==> config.mk <==
export PLATFORM = sky130hd
export DESIGN_NAME = audio_dma_interrupt_controller
export DESIGN_NICKNAME = d
export VERILOG_FILES = /design/src/adic_pkg.sv /design/src/adic_core.sv /design/src/adic_out_buf.sv /design/src/audio_dma_interrupt_controller.sv
export SDC_FILE = /design/constraint.sdc
export NUM_CORES = 1
export LEC_CHECK = 0
export ABC_AREA = 1
export BUFFER_PORTS_ARGS = -buffer_cell sky130_fd_sc_hd__buf_2
export CAP_MARGIN = 20
export CORE_UTILIZATION = 52
export CTS_CLUSTER_SIZE = 25
export DETAILED_ROUTE_END_ITERATION = 12
export GPL_TIMING_DRIVEN = 0
export HOLD_SLACK_MARGIN = 0.02
export PLACE_DENSITY = 0.78
export SLEW_MARGIN = 25
export SYNTH_ARGS = -nofsm -noshare
export SYNTH_HDL_FRONTEND = slang
export SYNTH_SLANG_ARGS = --single-unit
==> constraint.sdc <==
create_clock -name clk -period 3.2 [get_ports clk]
set_input_delay 0.32 -clock clk [delete_from_list [all_inputs] [get_ports clk]]
set_output_delay 0.32 -clock clk [all_outputs]
set_load 0.05 [all_outputs]
==> src/adic_pkg.sv <==
// ============================================================================
// adic_pkg
// Shared types and constants for the audio DMA interrupt controller.
// ============================================================================
`default_nettype none

package adic_pkg;

    localparam int ADDR_BITS  = 29;
    localparam int COUNT_BITS = 15;
    localparam int DATA_BITS  = 16;
    localparam int APB_ADDR_BITS = 3;
    localparam int APB_DATA_BITS = 32;

    localparam logic [DATA_BITS-1:0] FLAGS_RESET   = 16'h0004;
    localparam logic [DATA_BITS-1:0] ENABLE_BIT    = 16'h8000;
    localparam logic [DATA_BITS-1:0] FLAG_AID      = 16'h0008;
    localparam logic [DATA_BITS-1:0] FLAG_ARAM     = 16'h0020;
    localparam logic [DATA_BITS-1:0] FLAG_DSP      = 16'h0080;
    localparam logic [DATA_BITS-1:0] FLAG_ALL      = FLAG_AID | FLAG_ARAM | FLAG_DSP;
    localparam logic [DATA_BITS-1:0] DMA_STATE_BIT = 16'h0200;
    localparam logic [DATA_BITS-1:0] CTRL_DIRECT   = 16'hf000 | 16'h0800 | 16'h0400
                                                   | 16'h0100 | 16'h0040 | 16'h0010
                                                   | 16'h0004 | 16'h0002 | 16'h0001;
    localparam logic [DATA_BITS-1:0] HIGH_MASK_EXT = 16'h1fff;
    localparam logic [DATA_BITS-1:0] HIGH_MASK_STD = 16'h03ff;
    localparam logic [DATA_BITS-1:0] LOW_MASK      = 16'hffe0;
    localparam logic [ADDR_BITS-1:0] BLOCK_BYTES   = ADDR_BITS'(32);

    typedef enum logic [2:0] {
        REQ_TICK       = 3'd0,
        REQ_ADDR_HIGH  = 3'd1,
        REQ_ADDR_LOW   = 3'd2,
        REQ_DMA_CTRL   = 3'd3,
        REQ_DSP_CTRL   = 3'd4,
        REQ_READ       = 3'd5,
        REQ_EVENT      = 3'd6,
        REQ_NONE       = 3'd7
    } req_code_t;

    typedef enum logic [1:0] {
        EVT_DSP_INT    = 2'd0,
        EVT_AUX_DONE   = 2'd1,
        EVT_AUX_START  = 2'd2,
        EVT_NONE       = 2'd3
    } evt_code_t;

    localparam logic SEL_BLOCKS = 1'b0;
    localparam logic SEL_FLAGS  = 1'b1;

    localparam logic [APB_ADDR_BITS-1:0] REG_EXT_MODE = 3'd0;

    typedef struct packed {
        logic [2:0]           req_type;
        logic [DATA_BITS-1:0] write_data;
        logic                 read_select;
        logic [1:0]           event_source;
    } adic_req_t;

    typedef struct packed {
        logic [DATA_BITS-1:0] read_data;
        logic                 fetch_valid;
        logic [ADDR_BITS-1:0] fetch_address;
        logic                 send_silence;
        logic                 irq_line;
    } adic_rsp_t;

endpackage

`default_nettype wire

==> src/adic_core.sv <==
// ============================================================================
// adic_core
// DMA address/count sequencer and interrupt flag register; one item per cycle while fire is high.
// ============================================================================
`default_nettype none

module adic_core (
    input  wire logic              clk,
    input  wire logic              rst_n,
    input  wire logic              fire,
    input  wire adic_pkg::adic_req_t req,
    input  wire logic              ext_mode,
    output adic_pkg::adic_rsp_t    rsp
);
    import adic_pkg::*;

    logic [DATA_BITS-1:0]  flags_reg, flags_next;
    logic [ADDR_BITS-1:0]  start_reg, start_next;
    logic [DATA_BITS-1:0]  dcw_reg, dcw_next;
    logic [ADDR_BITS-1:0]  cur_reg, cur_next;
    logic [COUNT_BITS-1:0] blocks_reg, blocks_next;

    logic                  enabled;
    logic                  reload;
    logic [DATA_BITS-1:0]  high_mask;
    logic [DATA_BITS-1:0]  ctrl_val;

    assign enabled   = (dcw_reg & ENABLE_BIT) != '0;
    assign reload    = blocks_reg <= COUNT_BITS'(1);
    assign high_mask = ext_mode ? HIGH_MASK_EXT : HIGH_MASK_STD;
    assign ctrl_val  = ((flags_reg & ~CTRL_DIRECT) | (req.write_data & CTRL_DIRECT))
                     & ~(req.write_data & FLAG_ALL);

    always_comb
    begin
        flags_next  = flags_reg;
        start_next  = start_reg;
        dcw_next    = dcw_reg;
        cur_next    = cur_reg;
        blocks_next = blocks_reg;
        rsp         = '0;

        unique case (req_code_t'(req.req_type))
            REQ_TICK:
            begin
                if (enabled)
                begin
                    rsp.fetch_valid   = 1'b1;
                    rsp.fetch_address = cur_reg;
                    if (reload)
                    begin
                        cur_next    = start_reg;
                        blocks_next = dcw_reg[COUNT_BITS-1:0];
                        flags_next  = flags_reg | FLAG_AID;
                    end
                    else
                    begin
                        cur_next    = cur_reg + BLOCK_BYTES;
                        blocks_next = blocks_reg - COUNT_BITS'(1);
                    end
                end
                else
                begin
                    rsp.send_silence = 1'b1;
                end
            end
            REQ_ADDR_HIGH:
                start_next = ADDR_BITS'({req.write_data & high_mask, start_reg[15:0]});
            REQ_ADDR_LOW:
                start_next = {start_reg[ADDR_BITS-1:16], req.write_data & LOW_MASK};
            REQ_DMA_CTRL:
            begin
                dcw_next = req.write_data;
                if (!enabled && ((req.write_data & ENABLE_BIT) != '0))
                begin
                    cur_next    = start_reg;
                    blocks_next = req.write_data[COUNT_BITS-1:0];
                    flags_next  = flags_reg | FLAG_AID;
                end
            end
            REQ_DSP_CTRL:
            begin
                flags_next = ctrl_val;
                if (req.write_data[0])
                    dcw_next = '0;
            end
            REQ_READ:
            begin
                if (req.read_select == SEL_BLOCKS)
                    rsp.read_data = reload ? '0 : DATA_BITS'(blocks_reg - COUNT_BITS'(1));
                else
                    rsp.read_data = flags_reg;
            end
            REQ_EVENT:
            begin
                unique case (evt_code_t'(req.event_source))
                    EVT_DSP_INT:   flags_next = flags_reg | FLAG_DSP;
                    EVT_AUX_DONE:  flags_next = (flags_reg & ~DMA_STATE_BIT) | FLAG_ARAM;
                    EVT_AUX_START: flags_next = flags_reg | DMA_STATE_BIT;
                    default:       flags_next = flags_reg;
                endcase
            end
            default:
                flags_next = flags_reg;
        endcase

        rsp.irq_line = ((flags_next >> 1) & flags_next & FLAG_ALL) != '0;
    end

    always_ff @(posedge clk or negedge rst_n)
    begin
        if (!rst_n)
        begin
            flags_reg  <= FLAGS_RESET;
            start_reg  <= '0;
            dcw_reg    <= '0;
            cur_reg    <= '0;
            blocks_reg <= '0;
        end
        else if (fire)
        begin
            flags_reg  <= flags_next;
            start_reg  <= start_next;
            dcw_reg    <= dcw_next;
            cur_reg    <= cur_next;
            blocks_reg <= blocks_next;
        end
    end

    // start address stays block aligned
    a_start_aligned: assert property (@(posedge clk) disable iff (!rst_n)
        start_reg[4:0] == 5'd0)
        else $error("start address not block aligned");

    // a fetch that exhausts the count raises the audio flag
    a_reload_flag: assert property (@(posedge clk) disable iff (!rst_n)
        (fire && req.req_type == REQ_TICK && enabled && reload) |=> flags_reg[3])
        else $error("audio flag not raised on reload");

    a_fetch_excl: assert property (@(posedge clk) disable iff (!rst_n)
        fire |-> !(rsp.fetch_valid && rsp.send_silence))
        else $error("fetch and silence together");

endmodule

`default_nettype wire

==> src/adic_out_buf.sv <==
// ============================================================================
// adic_out_buf
// Result register with a skid stage so the input side keeps flowing.
// ============================================================================
`default_nettype none

module adic_out_buf (
    input  wire logic               clk,
    input  wire logic               rst_n,
    input  wire logic               push,
    input  wire adic_pkg::adic_rsp_t push_item,
    output logic                    full,
    output logic                    out_valid,
    input  wire logic               out_stall,
    output adic_pkg::adic_rsp_t     out_item
);
    import adic_pkg::*;

    logic      out_valid_reg;
    logic      skid_valid_reg;
    adic_rsp_t out_item_reg;
    adic_rsp_t skid_item_reg;

    assign full      = skid_valid_reg;
    assign out_valid = out_valid_reg;
    assign out_item  = out_item_reg;

    always_ff @(posedge clk or negedge rst_n)
    begin
        if (!rst_n)
        begin
            out_valid_reg  <= 1'b0;
            skid_valid_reg <= 1'b0;
        end
        else if (!out_valid_reg || !out_stall)
        begin
            if (skid_valid_reg)
            begin
                out_valid_reg  <= 1'b1;
                skid_valid_reg <= 1'b0;
            end
            else
            begin
                out_valid_reg <= push;
            end
        end
        else if (push)
        begin
            skid_valid_reg <= 1'b1;
        end
    end

    always_ff @(posedge clk)
    begin
        if (!out_valid_reg || !out_stall)
        begin
            if (skid_valid_reg)
                out_item_reg <= skid_item_reg;
            else if (push)
                out_item_reg <= push_item;
        end
        else if (push)
        begin
            skid_item_reg <= push_item;
        end
    end

    a_skid_needs_out: assert property (@(posedge clk) disable iff (!rst_n)
        skid_valid_reg |-> out_valid_reg)
        else $error("skid holds an item with output empty");

    a_skid_drains: assert property (@(posedge clk) disable iff (!rst_n)
        (skid_valid_reg && !out_stall) |=> (out_valid_reg && !skid_valid_reg))
        else $error("skid item not moved forward");

    a_no_push_full: assert property (@(posedge clk) disable iff (!rst_n)
        push |-> !skid_valid_reg)
        else $error("item pushed into full buffer");

endmodule

`default_nettype wire

==> src/audio_dma_interrupt_controller.sv <==
// A result is registered, and waits in the skid stage while the output stalls.
// One item per cycle while req_stall is low; the result register plus a skid
// stage of one entry lets the next item in while a result waits on rsp_stall.
// req_stall rises only when both output slots are full.
// Reset (rst_n, async, low): flags 0x0004, address/count/control zero, mode 0.
// ============================================================================
// audio_dma_interrupt_controller
// Audio DMA block sequencer with masked interrupt flags and an APB mode reg.
// ============================================================================
`default_nettype none

module audio_dma_interrupt_controller (
    input  wire logic                                  clk,
    input  wire logic                                  rst_n,
    input  wire logic                                  req_valid,
    output logic                                       req_stall,
    input  wire adic_pkg::adic_req_t                   req,
    output logic                                       rsp_valid,
    input  wire logic                                  rsp_stall,
    output adic_pkg::adic_rsp_t                        rsp,
    input  wire logic                                  psel,
    input  wire logic                                  penable,
    input  wire logic                                  pwrite,
    input  wire logic [adic_pkg::APB_ADDR_BITS-1:0]    paddr,
    input  wire logic [adic_pkg::APB_DATA_BITS-1:0]    pwdata,
    output logic [adic_pkg::APB_DATA_BITS-1:0]         prdata,
    output logic                                       pready
);
    import adic_pkg::*;

    logic      ext_mode_reg;
    logic      sel_ext;
    logic      fire;
    logic      buf_full;
    adic_rsp_t core_rsp;

    assign pready  = 1'b1;
    assign sel_ext = (paddr & ~APB_ADDR_BITS'(3)) == REG_EXT_MODE;
    assign prdata  = sel_ext ? APB_DATA_BITS'(ext_mode_reg) : '0;

    always_ff @(posedge clk or negedge rst_n)
    begin
        if (!rst_n)
            ext_mode_reg <= 1'b0;
        else if (psel && penable && pwrite && pready && sel_ext)
            ext_mode_reg <= pwdata[0];
    end

    assign req_stall = buf_full;
    assign fire      = req_valid && !buf_full;

    adic_core u_core (
        .clk      (clk),
        .rst_n    (rst_n),
        .fire     (fire),
        .req      (req),
        .ext_mode (ext_mode_reg),
        .rsp      (core_rsp)
    );

    adic_out_buf u_out_buf (
        .clk       (clk),
        .rst_n     (rst_n),
        .push      (fire),
        .push_item (core_rsp),
        .full      (buf_full),
        .out_valid (rsp_valid),
        .out_stall (rsp_stall),
        .out_item  (rsp)
    );

endmodule

`default_nettype wire
After elaboration in Yosys (flattened, before gate mapping)
Cells that the tools add are included.
- word-level logic and storage cells: 95
- flip-flop bits (word level): 204
- input bits: 64
- output and inout bits: 83
- bitwise logic cells: 8
- order comparisons: 1
- $add $sub $neg: 3
- equality and inequality tests: 11
- multiplexer cells: 29
- reductions and logical operators: 24
- operator list (cell ; count):
    one-hot mux 29 bit (2 select lines) ; 2
    2-to-1 mux 48 bit ; 2
    2-to-1 mux 29 bit ; 3
    2-to-1 mux 16 bit ; 4
    one-hot mux 16 bit (4 select lines) ; 1
    2-to-1 mux 15 bit ; 3
    one-hot mux 16 bit (2 select lines) ; 1
    2-to-1 mux 31 bit ; 1
    2-to-1 mux 30 bit ; 1
    one-hot mux 10 bit (3 select lines) ; 1
    one-hot mux 15 bit (2 select lines) ; 1
    adder 29 x 6 -> 29 bit, second input constant ; 1
    AND 16 bit ; 1
    NOT 8 -> 16 bit ; 1
    OR 10 x 16 -> 16 bit ; 1
    nonzero test 16 bit ; 1
    subtractor 15 x 1 -> 16 bit, second input constant ; 1
    less-or-equal comparator 15 x 1 -> 1 bit, second input constant ; 1
    subtractor 15 x 1 -> 15 bit, second input constant ; 1
    AND 13 bit ; 1
    2-to-1 mux 13 bit ; 1
    2-to-1 mux 4 bit ; 3
    equality test 3 bit, second input constant ; 3
    AND reduction 3 bit ; 3
    17 further kinds ; 37

Depth between registers and ports, before layout
- depth after elaboration: 8
- mapped depth: 13
- depth with buffers taken out: 12

By module
Synthesis repeated with hierarchy kept, for this count alone.
- cells, all modules: 1162
- area total of the unflattened synthesis: 9754.4 um2
- by module, submodules not included (module ; cells an instance ; area each (um2) ; times used):
    adic_core ; 853 ; 5843.1 ; 1
    adic_out_buf ; 262 ; 3589.7 ; 1
    audio_dma_interrupt_controller ; 47 ; 321.6 ; 1

Worst setup path after synthesis
Ideal clock, no wire load.
- kind: register -> register
- start: register u_out_buf.skid_valid_reg (netlist: u_out_buf.full)
- end: register u_out_buf.out_item_reg, in the netlist u_out_buf.out_item[0], enable pin
- stages on the path, launching flop included: 4
- path slack: -0.365 ns
- clock period less this slack: 3.565 ns
- buffers on the path: 1
- arrival: 3.105 ns
- data required time: 2.740 ns
- setup time: 0.460 ns
- cells stage by stage: dfrtp_1 buf_2 nor2_1 a21oi_1
- word-level cells in the longest chain between the ends: 4
- RTL lines (what ; RTL line ; source):
    start, declared ; adic_out_buf.sv:20 ; logic skid_valid_reg;
    start signal, assigned ; adic_out_buf.sv:33 ; skid_valid_reg <= 1'b0;
    start signal, assigned ; adic_out_buf.sv:40 ; skid_valid_reg <= 1'b0;
    start signal, assigned ; adic_out_buf.sv:49 ; skid_valid_reg <= 1'b1;
    logical NOT 1 bit ; audio_dma_interrupt_controller.sv:50 ; assign fire = req_valid && !buf_full;
    logical AND 1 bit ; audio_dma_interrupt_controller.sv:50 ;
    nonzero test 2 bit (no line) * ; n/a ;
    AND reduction 2 bit (no line) * ; n/a ;
    end signal, assigned ; adic_out_buf.sv:58 ; out_item_reg <= skid_item_reg;
    end signal, assigned ; adic_out_buf.sv:60 ; out_item_reg <= push_item;
    end, declared ; adic_out_buf.sv:21 ; adic_rsp_t out_item_reg;
Mark *: on every way between the ends. The rest lies on a longest branch, timed or not.
A chain may end at the register's enable or synchronous reset.

Final worst setup path
- start: register u_core.cur_reg[5]
- end: register u_core.cur_reg[19]
- word-level cells in the longest chain between the ends: 4
- RTL lines (what ; RTL line ; source):
    start, declared ; adic_core.sv:20 ; logic [ADDR_BITS-1:0] cur_reg, cur_next;
    start signal, assigned ; adic_core.sv:125 ; cur_reg <= cur_next;
    adder 29 x 6 -> 29 bit ; adic_core.sv:58 ; cur_next = cur_reg + BLOCK_BYTES;
    2-to-1 mux 29 bit ; adic_core.sv:50 ; if (reload)
    2-to-1 mux 29 bit ; adic_core.sv:46 ; if (enabled)
    one-hot mux 29 bit (2 select lines) ; adic_core.sv:43 ; unique case (req_code_t'(req.req_type))
Every way passes these cells. The select of a mux whose other input is x is not followed.

==> impl_results.md <==
- Mapped Area: 9493 um^2
- Worst-Margin Slew: 0.7370 ns
- Status: finished, final reports clean
- Hold crit path type: input pin to register
- PostCTS Resize Cnt: 0
- Placed Area: 10,400 um^2
- Hold path endpoint: ext_mode_reg
- Post-CTS Setup Bufs: 0
- Gpl congestion: 0.9116
- Maximum clock path buffer count: 2
- Largest net degree at the start of global routing: 64
- Num Clock Sinks: 186
- Die Span Y: 137.1 um
- Tmin final: 2.352 ns
- Slew HR: 0.5049
- Vias in the first global route: 7,322
- Worst hold stages: 3
- TritonRoute pass-1 iters: 9
- Design Area, Final: 11,020 um^2
- Fin cells: 1,524
- CTS HTree Levels: 4
- Pre-CTS setup slack: 0.9249 ns
- Max VDD drop: 0.4682 mV
- LEAKAGE: 5.233 nW
- Core Area: 17,900 um^2
- RR Endpoint: u_core.cur_reg[19]
- Overflow after GRT: 0
- Pwr Density: 693.7 nW/um^2
- Top layer in use: met4
- Final setup skew: 0.006713 ns
- Unrepaired setup endpoints after global routing: no
- Hpwl dp: 18.58 mm
- Required time worst endpoint: 3.53 ns
- FF-to-FF Start: u_core.cur_reg[5]
- CP arrival: 2.68 ns
- Num ports: 147
- Max Cap Violations: 0
- Multi-input gate area: 3566 um^2
- Number of synthesized register bits: 186
- Setup TNS: 0 ns
- Initial antenna violation count: 0
- Post-Place Cells: 1,491
- Clock latency on the worst-skew pair: 0.44 ns
- CTS tree: yes
- Sequential element share of the synthesized area: 0.5368
- Nets: 1,349
- Final Util: 0.6153
- Wirelength per Cell: 16.19 um
- Detailed Route WL: 24.68 mm
- Register Area: 5096 um^2
- Drt via density: 5.307
- Starting density of the core: 0.5303
- FMAX: 0.4251 GHz
- Hold_buf cts: 1
- FF-to-FF setup slack: 0.85 ns
- Reg2Reg Depth: 10
- Port Buf Inserts: 80
- Final Max Slew Viols: 0
- Global-route wire length before repair: 39.09 mm
- Final cycle utilization of the critical path: 0.7351
- Vias: 8,088
- Main synth FF type: dfrtp_1
- Met2 WL post-DR: 10.95 mm
- Tot GR Track Use: 0.2796
- YS warnings: 0
- Min-delay src: pwdata[0]
- Post-synth EDFFs: 88
- CP Class: register to register
- Wire length on met3: 2.378 mm
- Final ANT Viol Nets: 0
- Drt initial violations: 780
- Die Wd: 137.1 um
- Design Power: 7.642 mW
- WL met1: 10.92 mm
- # rows: 49
- PnR worst setup slack: 0.8475 ns
- Root Driver: clkbuf_16
- Syn Inst Count: 1,148
- Final Hold Fails: 0
- Final setup fails: 0
- Number of buffers created by CTS: 17
- Clock-pin slew on the worst setup and hold paths: 0.07 ns
- Worst-path maximum fanout: 8
- Crit. End Element: register
- WHS: 0.1257 ns
- Async S/R FF share, synth: 0.5269
- Avg Synthesized Cell Area: 8.269 um^2
- Crit start category: register
- Synth cell types: 39
- Area growth syn-to-layout: 16.04%
- Antenna diode count: 0
- Fraction of layout cells with a size suffix above 1: 0.1552
- Area of the die: 18,800 um^2
- # DRC: 0
- Filler instances: 1,565
## cell usage after synthesis (2+ instances only)
cell type | instances | area (um^2)
o211ai_1 | 9 | 67.56
nand2_1 | 348 | 1306
buf_2 | 15 | 75.07
nor2_4 | 3 | 33.78
nand3b_1 | 3 | 22.52
inv_1 | 113 | 424.2
buf_6 | 2 | 22.52
dfrtp_1 | 97 | 2427
nand4_1 | 13 | 81.33
buf_1 | 3 | 11.26
nand3_1 | 92 | 460.4
ha_1 | 3 | 37.54
nand3_4 | 2 | 35.03
nand2_2 | 3 | 18.77
clkbuf_1 | 16 | 60.06
nor2_2 | 2 | 12.51
a21oi_1 | 31 | 155.2
edfxtp_1 | 88 | 2643
a21o_1 | 2 | 15.01
clkinv_1 | 3 | 11.26
o21ai_1 | 21 | 105.1
o22ai_1 | 2 | 12.51
inv_2 | 7 | 26.28
nor2_1 | 115 | 431.7
xor2_1 | 14 | 122.6
buf_4 | 44 | 330.3
nor3_1 | 5 | 25.02
conb_1 | 2 | 7.510
o21ai_0 | 80 | 400.4
## where the power goes
group          leakage (nW)  total, mW  switching (mW)  internal, mW
Combinational          2.87       2.06            1.44         0.621
Clock                 0.290       2.21           0.968          1.24
Sequential             2.07       3.37           0.392          2.98
Total                  5.23       7.64            2.80          4.84
## cell families after synthesis
| group | after synthesis | synth area share |
|---|---|---|
| simple gates | 591 | 0.2615 |
| flops | 186 | 0.5368 |
| other cells | 2 | 0.0007911 |
| fa+ha+maj | 3 | 0.003955 |
| compound gates | 148 | 0.08225 |
| buf+inv | 204 | 0.1018 |
| xor+xnor | 14 | 0.01292 |
## how the worst max path moves through the flow
stage                           start                     endpoint  slack, ns
global route        u_core.cur_reg[5]           u_core.cur_reg[19]       0.63
global placement       u_out_buf.full  u_out_buf.skid_item_reg[19]       0.23
CTS                 u_core.cur_reg[5]           u_core.cur_reg[19]       0.91
finish              u_core.cur_reg[5]           u_core.cur_reg[19]       0.85
detailed placement  u_core.cur_reg[5]           u_core.cur_reg[19]       0.92
floorplan              u_out_buf.full   u_out_buf.skid_item_reg[0]       0.60
## layout by cell type, fill, tap and decap left out, types with 5 or more instances in the layout
master and instances:
nand2_1 348, nor2_1 114, inv_1 113, dfrtp_1 97
buf_2 94, nand3_1 92, edfxtp_1 88, o21ai_0 80
buf_4 44, conb_1 33, a21oi_1 30, o21ai_1 21
clkbuf_16 17, clkbuf_1 16, xor2_1 14, nand4_1 13
o211ai_1 9, inv_6 8, inv_2 7, nor3_1 5
## worst max-delay path: stages (launching register included)
cell      delay, ns
dfrtp_1        0.48
ha_1           0.30
nand2_1        0.11
nor2_2         0.32
inv_1          0.12
nor2_1         0.38
nand3_1        0.12
nand2_1        0.09
nand3_1        0.12
o211ai_1       0.12
nand2_1        0.07
## layer usage
metal  global-route usage  vias to the layer above
met5                    0                        -
met4              0.08608                        0
met3              0.05963                       33
met2               0.4077                      389
met1               0.4150                     3762
li1                     -                     3904
## final cells by class
cell class,instances,share of cell area
timing repair buffer,84,0.04464
sequential,186,0.4626
clock inverter,15,0.01670
buffer,81,0.04577
tap,229,0.02601
multi-input combinational,789,0.3237
clock buffer,17,0.03862
inverter,123,0.04191
No activity file was read; power rests on OpenSTA's default activity.
